--- src/sv/hsc_pkg.sv ---
package hsc_pkg;

  localparam int CfgIndexW = 4;
  localparam int CfgDataW  = 16;
  localparam int HueBoundW = 16;
  localparam int SatBoundW = 9;
  localparam int HueProdW  = 25;
  localparam int SatProdW  = 18;
  localparam int HsecW     = 11;
  localparam int HueScale  = 3840;
  localparam int Latency   = 4;

  localparam logic signed [HueBoundW-1:0] HUE_LOW_RST  = 16'sd0;
  localparam logic signed [HueBoundW-1:0] HUE_HIGH_RST = 16'sd23040;
  localparam logic [SatBoundW-1:0]        SAT_LOW_RST  = 9'd0;
  localparam logic [SatBoundW-1:0]        SAT_HIGH_RST = 9'd256;
  localparam logic [7:0]                  WHITE        = 8'hFF;

  typedef enum logic [CfgIndexW-1:0] {
    REG_HUE_LOW  = 4'd0,
    REG_HUE_HIGH = 4'd1,
    REG_SAT_LOW  = 4'd2,
    REG_SAT_HIGH = 4'd3
  } cfg_reg_t;

  typedef enum logic [1:0] {
    SEL_RED   = 2'd0,
    SEL_GREEN = 2'd1,
    SEL_BLUE  = 2'd2
  } sector_t;

  typedef struct packed {
    logic [7:0] red;
    logic [7:0] green;
    logic [7:0] blue;
  } pix_t;

  typedef struct packed {
    logic signed [HueBoundW-1:0] hue_low;
    logic signed [HueBoundW-1:0] hue_high;
    logic [SatBoundW-1:0]        sat_low;
    logic [SatBoundW-1:0]        sat_high;
  } bounds_t;

  typedef struct packed {
    logic       valid;
    pix_t       pix;
    logic [7:0] v;
    logic [7:0] d;
    sector_t    sel;
  } s1_t;

  typedef struct packed {
    logic             valid;
    pix_t             pix;
    logic [HsecW-1:0] hsec;
    logic             grey;
    logic [7:0]       d;
    logic [7:0]       hden;
    logic [7:0]       sden;
  } s2_t;

  typedef struct packed {
    logic                       valid;
    pix_t                       pix;
    logic signed [HueProdW-1:0] hue_lhs;
    logic signed [HueProdW-1:0] hue_lo_p;
    logic signed [HueProdW-1:0] hue_hi_p;
    logic [SatProdW-1:0]        sat_lhs;
    logic [SatProdW-1:0]        sat_lo_p;
    logic [SatProdW-1:0]        sat_hi_p;
  } s3_t;

endpackage

--- src/sv/hsv_skin_pixel_classifier.sv ---
// Skin-tone pixel classifier. Takes one RGB pixel per clock (start high while busy is low)
// and returns it on the out_ ports for one cycle, marked by out_valid:
// unchanged with out_is_skin high when its hue and saturation lie inside all four bounds,
// otherwise white with out_is_skin low. The rate is one pixel per clock through four register
// stages (min/max, hue sector, bound products, compare). There is no back-pressure: results
// must be taken as they appear. busy is high only during reset. Bound registers are written
// through the cfg_ port (always ready) and should only change while no pixel is in flight.
module hsv_skin_pixel_classifier import hsc_pkg::*; (
  input  logic                 clk,
  input  logic                 rst_n,
  input  logic                 start,
  output logic                 busy,
  input  logic [7:0]           in_red,
  input  logic [7:0]           in_green,
  input  logic [7:0]           in_blue,
  input  logic                 cfg_valid,
  output logic                 cfg_ready,
  input  logic [CfgIndexW-1:0] cfg_index,
  input  logic [CfgDataW-1:0]  cfg_data,
  output logic                 out_valid,
  output logic [7:0]           out_red,
  output logic [7:0]           out_green,
  output logic [7:0]           out_blue,
  output logic                 out_is_skin
);

  bounds_t bounds_r;
  bounds_t bounds_nxt;
  logic    accept;
  pix_t    pix;
  s1_t     s1;
  s2_t     s2;
  s3_t     s3;

  assign busy      = !rst_n;
  assign cfg_ready = 1'b1;
  assign accept    = start && !busy;
  assign pix       = '{red: in_red, green: in_green, blue: in_blue};

  always_comb begin
    bounds_nxt = bounds_r;
    if (cfg_valid && cfg_ready) begin
      unique case (cfg_index)
        REG_HUE_LOW:  bounds_nxt.hue_low  = $signed(cfg_data[HueBoundW-1:0]);
        REG_HUE_HIGH: bounds_nxt.hue_high = $signed(cfg_data[HueBoundW-1:0]);
        REG_SAT_LOW:  bounds_nxt.sat_low  = cfg_data[SatBoundW-1:0];
        REG_SAT_HIGH: bounds_nxt.sat_high = cfg_data[SatBoundW-1:0];
        default:      bounds_nxt = bounds_r;
      endcase
    end
  end

  always_ff @(posedge clk) begin
    if (!rst_n) begin
      bounds_r.hue_low  <= HUE_LOW_RST;
      bounds_r.hue_high <= HUE_HIGH_RST;
      bounds_r.sat_low  <= SAT_LOW_RST;
      bounds_r.sat_high <= SAT_HIGH_RST;
    end else begin
      bounds_r <= bounds_nxt;
    end
  end

  hsc_minmax u_minmax (
    .clk    (clk),
    .rst_n  (rst_n),
    .accept (accept),
    .pix    (pix),
    .s1     (s1)
  );

  hsc_hue u_hue (
    .clk   (clk),
    .rst_n (rst_n),
    .s1    (s1),
    .s2    (s2)
  );

  hsc_mult u_mult (
    .clk    (clk),
    .rst_n  (rst_n),
    .bounds (bounds_r),
    .s2     (s2),
    .s3     (s3)
  );

  hsc_cmp u_cmp (
    .clk         (clk),
    .rst_n       (rst_n),
    .s3          (s3),
    .out_valid   (out_valid),
    .out_red     (out_red),
    .out_green   (out_green),
    .out_blue    (out_blue),
    .out_is_skin (out_is_skin)
  );

endmodule

--- src/sv/hsc_minmax.sv ---
module hsc_minmax import hsc_pkg::*; (
  input  logic clk,
  input  logic rst_n,
  input  logic accept,
  input  pix_t pix,
  output s1_t  s1
);

  s1_t        s1_r;
  s1_t        s1_nxt;
  logic [7:0] vmax;
  logic [7:0] vmin;

  always_comb begin
    vmax = pix.red;
    vmin = pix.red;
    if (pix.green > vmax) vmax = pix.green;
    if (pix.blue > vmax) vmax = pix.blue;
    if (pix.green < vmin) vmin = pix.green;
    if (pix.blue < vmin) vmin = pix.blue;
    s1_nxt.valid = accept;
    s1_nxt.pix   = pix;
    s1_nxt.v     = vmax;
    s1_nxt.d     = vmax - vmin;
    priority if (pix.blue == vmax) begin
      s1_nxt.sel = SEL_BLUE;
    end else if (pix.green == vmax) begin
      s1_nxt.sel = SEL_GREEN;
    end else begin
      s1_nxt.sel = SEL_RED;
    end
  end

  always_ff @(posedge clk) begin
    if (!rst_n) begin
      s1_r.valid <= 1'b0;
    end else begin
      s1_r.valid <= s1_nxt.valid;
    end
    s1_r.pix <= s1_nxt.pix;
    s1_r.v   <= s1_nxt.v;
    s1_r.d   <= s1_nxt.d;
    s1_r.sel <= s1_nxt.sel;
  end

  assign s1 = s1_r;

endmodule

--- src/sv/hsc_hue.sv ---
module hsc_hue import hsc_pkg::*; (
  input  logic clk,
  input  logic rst_n,
  input  s1_t  s1,
  output s2_t  s2
);

  s2_t                s2_r;
  s2_t                s2_nxt;
  logic signed [11:0] dx;
  logic signed [11:0] rx;
  logic signed [11:0] gx;
  logic signed [11:0] bx;
  logic signed [11:0] sec;
  logic signed [11:0] sec_wrap;

  always_comb begin
    dx = $signed({4'b0, s1.d});
    rx = $signed({4'b0, s1.pix.red});
    gx = $signed({4'b0, s1.pix.green});
    bx = $signed({4'b0, s1.pix.blue});
    unique case (s1.sel)
      SEL_BLUE:  sec = (dx <<< 2) + rx - gx;
      SEL_GREEN: sec = (dx <<< 1) + bx - rx;
      SEL_RED:   sec = gx - bx;
      default:   sec = gx - bx;
    endcase
    // negative sector wraps by six sectors (360 degrees)
    sec_wrap = sec[11] ? sec + (dx <<< 2) + (dx <<< 1) : sec;

    s2_nxt.valid = s1.valid;
    s2_nxt.pix   = s1.pix;
    s2_nxt.hsec  = sec_wrap[HsecW-1:0];
    s2_nxt.grey  = (s1.d == 8'd0);
    s2_nxt.d     = s1.d;
    s2_nxt.hden  = (s1.d == 8'd0) ? 8'd1 : s1.d;
    s2_nxt.sden  = (s1.v == 8'd0) ? 8'd1 : s1.v;
  end

  always_ff @(posedge clk) begin
    if (!rst_n) begin
      s2_r.valid <= 1'b0;
    end else begin
      s2_r.valid <= s2_nxt.valid;
    end
    s2_r.pix  <= s2_nxt.pix;
    s2_r.hsec <= s2_nxt.hsec;
    s2_r.grey <= s2_nxt.grey;
    s2_r.d    <= s2_nxt.d;
    s2_r.hden <= s2_nxt.hden;
    s2_r.sden <= s2_nxt.sden;
  end

  assign s2 = s2_r;

endmodule

--- src/sv/hsc_mult.sv ---
module hsc_mult import hsc_pkg::*; (
  input  logic    clk,
  input  logic    rst_n,
  input  bounds_t bounds,
  input  s2_t     s2,
  output s3_t     s3
);

  s3_t                        s3_r;
  s3_t                        s3_nxt;
  logic [HueProdW-3:0]        hmag;
  logic signed [8:0]          hden_s;
  logic [SatProdW-1:0]        sden_x;

  always_comb begin
    hmag   = (HueProdW-2)'(s2.hsec) * (HueProdW-2)'(HueScale);
    hden_s = $signed({1'b0, s2.hden});
    sden_x = SatProdW'(s2.sden);

    s3_nxt.valid    = s2.valid;
    s3_nxt.pix      = s2.pix;
    // grey pixel: hue is -1 degree, i.e. -64 over a denominator of one
    s3_nxt.hue_lhs  = s2.grey ? -(HueProdW'(64)) : $signed({2'b0, hmag});
    s3_nxt.hue_lo_p = HueProdW'(bounds.hue_low * hden_s);
    s3_nxt.hue_hi_p = HueProdW'(bounds.hue_high * hden_s);
    s3_nxt.sat_lhs  = SatProdW'({s2.d, 8'b0});
    s3_nxt.sat_lo_p = SatProdW'(SatProdW'(bounds.sat_low) * sden_x);
    s3_nxt.sat_hi_p = SatProdW'(SatProdW'(bounds.sat_high) * sden_x);
  end

  always_ff @(posedge clk) begin
    if (!rst_n) begin
      s3_r.valid <= 1'b0;
    end else begin
      s3_r.valid <= s3_nxt.valid;
    end
    s3_r.pix      <= s3_nxt.pix;
    s3_r.hue_lhs  <= s3_nxt.hue_lhs;
    s3_r.hue_lo_p <= s3_nxt.hue_lo_p;
    s3_r.hue_hi_p <= s3_nxt.hue_hi_p;
    s3_r.sat_lhs  <= s3_nxt.sat_lhs;
    s3_r.sat_lo_p <= s3_nxt.sat_lo_p;
    s3_r.sat_hi_p <= s3_nxt.sat_hi_p;
  end

  assign s3 = s3_r;

endmodule

--- src/sv/hsc_cmp.sv ---
module hsc_cmp import hsc_pkg::*; (
  input  logic       clk,
  input  logic       rst_n,
  input  s3_t        s3,
  output logic       out_valid,
  output logic [7:0] out_red,
  output logic [7:0] out_green,
  output logic [7:0] out_blue,
  output logic       out_is_skin
);

  logic       valid_r;
  logic       valid_nxt;
  pix_t       pix_r;
  pix_t       pix_nxt;
  logic       skin_r;
  logic       skin_nxt;

  always_comb begin
    skin_nxt  = (s3.hue_lhs >= s3.hue_lo_p) && (s3.hue_lhs <= s3.hue_hi_p) &&
                (s3.sat_lhs >= s3.sat_lo_p) && (s3.sat_lhs <= s3.sat_hi_p);
    valid_nxt = s3.valid;
    pix_nxt   = skin_nxt ? s3.pix : pix_t'{red: WHITE, green: WHITE, blue: WHITE};
  end

  always_ff @(posedge clk) begin
    if (!rst_n) begin
      valid_r <= 1'b0;
    end else begin
      valid_r <= valid_nxt;
    end
    pix_r  <= pix_nxt;
    skin_r <= skin_nxt;
  end

  assign out_valid   = valid_r;
  assign out_red     = pix_r.red;
  assign out_green   = pix_r.green;
  assign out_blue    = pix_r.blue;
  assign out_is_skin = skin_r;

endmodule

--- config.mk ---
export PLATFORM = sky130hd
export DESIGN_NAME = hsv_skin_pixel_classifier
export DESIGN_NICKNAME = d
export VERILOG_FILES = /design/src/sv/hsc_pkg.sv /design/src/sv/hsv_skin_pixel_classifier.sv /design/src/sv/hsc_minmax.sv /design/src/sv/hsc_hue.sv /design/src/sv/hsc_mult.sv /design/src/sv/hsc_cmp.sv
export SDC_FILE = /design/constraint.sdc
export NUM_CORES = 2
export LEC_CHECK = 0
export ABC_AREA = 1
export BUFFER_PORTS_ARGS = -buffer_cell sky130_fd_sc_hd__buf_2
export CAP_MARGIN = 20
export CORE_UTILIZATION = 50
export DETAILED_ROUTE_END_ITERATION = 7
export MAX_ROUTING_LAYER = met4
export PLACE_DENSITY = 0.66
export SYNTH_ARGS = -nofsm -noshare
export SYNTH_HDL_FRONTEND = slang
export SYNTH_HIERARCHICAL = 1
export SYNTH_SLANG_ARGS = --single-unit
export TNS_END_PERCENT = 20
--- constraint.sdc ---
create_clock -name clk -period 4.7 [get_ports clk]
set_clock_uncertainty 0.2 [all_clocks]
set_input_delay 0.47 -clock clk [delete_from_list [all_inputs] [get_ports clk]]
set_output_delay 0.47 -clock clk [all_outputs]
set_load 0.01 [all_outputs]
==> impl_metrics.csv <==
group,metric,value,unit
synth,ys_warn_count,6,
die,coreArea,0.0633,mm2
die,dieWidth,256,um
global_routing,grt_pass1_wl,129000,um
timing,relSlewSlack,0.344,
die,rows,92,
route,drt_iter0_drc,1473,
cts,cts_tree,"built",
timing,rsz0062_at_grt,"true",
cts,cts_made_buffers,39,
route,drc_errors,0,
pwr,finalPower,0.0211,W
global_routing,antenna_found_initial,0,
cts,clock_latency,0.57,ns
route,wl_per_cell,14.2,um
worst_setup_path,critPathSlowestCell,"fa_1",
cts,path_clk_slew,0.07,ns
route,via_count,25900,
global_routing,grt.overflow.total,0,
worst_setup_path,crit_chain,"buf_12, nand2_1, fa_1, inv_1, fa_1, fa_1, inv_1, fa_1, inv_1, ha_1, nand2_1, nor2_1, inv_1, nor2_1, nand3_1, nand4_1, nand2_1",
global_routing,first_global_vias,26200,
die,io_pins,76,
route,wl,76600,um
die,die_h,256,um
cts,clock-root-buffer,"clkbuf_16",
timing,finalSetupViolations,0,
route,firstDrtPassIters,6,
global_routing,grtUsageTotal,0.251,
place,place_congestion,0.947,
cts,htree_levels,2,
timing,min_period,4.42,ns
run_status,status,"finished, final reports clean",
worst_setup_path,crit_path_start_kind,"register",
timing,fmax,226,MHz
synth,synth_edf_count,0,
place,dp_hpwl,63200,um
timing,worst_pin_slew,0.982,ns
die,start_util,0.508,
timing,hold_viol_final,0,
place,portBuffers,74,
synth,synth_seq_cells,313,
final_layout,final_util,0.556,
synth,synth-async-reset-ratio,0,
cts,clkSinkCount,313,
synth,syn_inst,4423,
pwr,p_leak,21.1,nW
worst_setup_path,arrival,4.68,ns
final_layout,drive_gt1_frac,0.0798,
timing,hold_slack,0.0363,ns
synth,synth_top_area_share,0.206,
worst_setup_path,path_class,"reg -> reg",
cts,clk_path_buf_depth,3,
synth,postSynthAreaPerCell,7.27,um2
worst_setup_path,end_kind,"register",
route,vias_per_cell,4.81,
synth,yosysTopAreaCell,"fa_1",
global_routing,grt_max_degree,57,
synth,ys_seq_area_frac,0.195,
job,maxCapViolCount,0,
route,ant_nets,0,
worst_setup_path,cp_data_required_time,4.96,ns
synth,yosys_most_used_dff,"dfxtp_1",
synth,netlist_area,0.0322,mm2
final_layout,fill_cells,6149,
worst_setup_path,cp_max_fo,32,
timing,finalCritPeriodShare,0.941,
timing,slew_viol_final,0,
synth,synth_cell_type_count,54,
pwr,irDropWorstVdd,0.790,mV
synth,synthTopCellsByArea,"fa_1 21%, dfxtp_1 19%, inv_1 14%, nand2_1 14%, ha_1 14%",
final_layout,area_growth,9.35,%
final_layout,final_net_count,5235,
die,die_area,0.0654,mm2
timing,finalSetupTns,0,ns
worst_setup_path,slowest_delay,0.54,ns
hold_path,min_path_type,"in -> reg",
pwr,power_density,600,mW/mm2
==> report_power, final <==
part / leakage (nW) / internal (W) / switching, W
sequential: 2.60 / 0.00337 / 0.000521
combinational: 17.9 / 0.00524 / 0.00897
clock: 0.632 / 0.00177 / 0.00125
==> worst max-delay path, delay by kind of cell, from the launching register on <==
family	cells	cell delay, ns
simple gates	7	0.88
fa+ha+maj	5	2.45
buf+inv	5	0.42
flops	1	0.36
==> sequential cells by signal, summed over array words and instances, names as in the netlist <==
signal / count
u_minmax/s1: 43
u_cmp/out_blue: 8
u_mult/s3: 133
u_cmp/out_is_skin: 1
u_cmp/out_valid: 1
bounds_r: 50
u_hue/s2: 61
u_cmp/out_green: 8
u_cmp/out_red: 8
==> timing repair <==
item / CTS / global route
endpoints found under the hold margin: 29 / 0
gates resized for setup: 0 / 24
hold buffers: 29 / 0
setup endpoints to repair: 0 / 25
buffers inserted: 0 / 0
==> layout make-up <==
type | count | area (um2) | area share
clock buffer | 54 | 1130 | 0.0322
inverter | 1217 | 4570 | 0.130
antenna | 1 | 2.50 | 0.0000711
timing repair buffer | 181 | 1330 | 0.0379
tap | 846 | 1060 | 0.0301
multi-input combinational | 2755 | 20600 | 0.586
clock inverter | 15 | 173 | 0.00491
sequential | 313 | 6280 | 0.179
==> cell usage after synthesis, types with 7 or more instances <==
cell and count:
dfxtp_1 313, nand2_2 21, xor2_1 46, a21oi_1 106
o21ai_0 55, fa_1 331, buf_2 16, nand3b_1 12
ha_1 349, nand3_2 37, clkbuf_1 77, nor2_2 22
buf_4 27, nand4_1 88, nand2_1 1170, inv_1 1208
inv_2 7, nor2_1 203, a21o_1 18, nand3_1 182
xnor2_1 15, clkbuf_2 21
==> stage by stage <==
step,instances,cell area [um2],setup slack [ns]
floorplan,4440,32200,0.405
global placement,5283,33500,0.166
detailed placement,5283,33500,0.123
CTS,5381,35100,0.0825
global route,5381,35200,-0.0334
finish,5382,35200,0.277
==> cell usage in the layout (no fill, tap or decap), types with 15 or more instances in the layout <==
master            n
inv_1          1205
a21o_1           18
a21oi_1         104
xor2_1           46
fa_1            329
buf_4            71
dlygate4sd3_1    29
nor2_2           23
xnor2_1          15
nor2_1          202
clkbuf_16        39
nand4_1          88
conb_1           19
nand3_1         182
buf_2            74
nand3_2          37
ha_1            348
o21ai_0          54
nand2_1        1170
dfxtp_1         300
nand2_2          21
==> routing by layer <==
metal | wire, um | global-route usage | share of wire
met3 | 2780 | 0.0258 | 0.036
met2 | 38100 | 0.440 | 0.50
met1 | 33200 | 0.300 | 0.43
met4 | 2510 | 0.0815 | 0.033
met5 | 0 | - | 0
==> worst paths after layout <==
check	from	depth (start not counted)	to	slack, ns
setup reg to reg	u_hue/s2[8]$_SDFF_PP1_	17	u_mult/s3[75]$_DFF_P_	0.28
hold reg to reg	u_hue/s2[48]$_DFF_P_	0	u_mult/s3[141]$_DFF_P_	0.12
setup / recovery	u_hue/s2[8]$_SDFF_PP1_	17	u_mult/s3[75]$_DFF_P_	0.28
hold / removal	cfg_data[8]	3	bounds_r[8]$_SDFFE_PN1P_	0.04
==> cell families after synthesis <==
logic type	synth area share
compound gates	0.0387
flops	0.195
simple gates	0.241
fa+ha+maj	0.342
buf+inv	0.167
xor+xnor	0.0166
other cells	0.000233
Power figures use the tool's default switching activity.
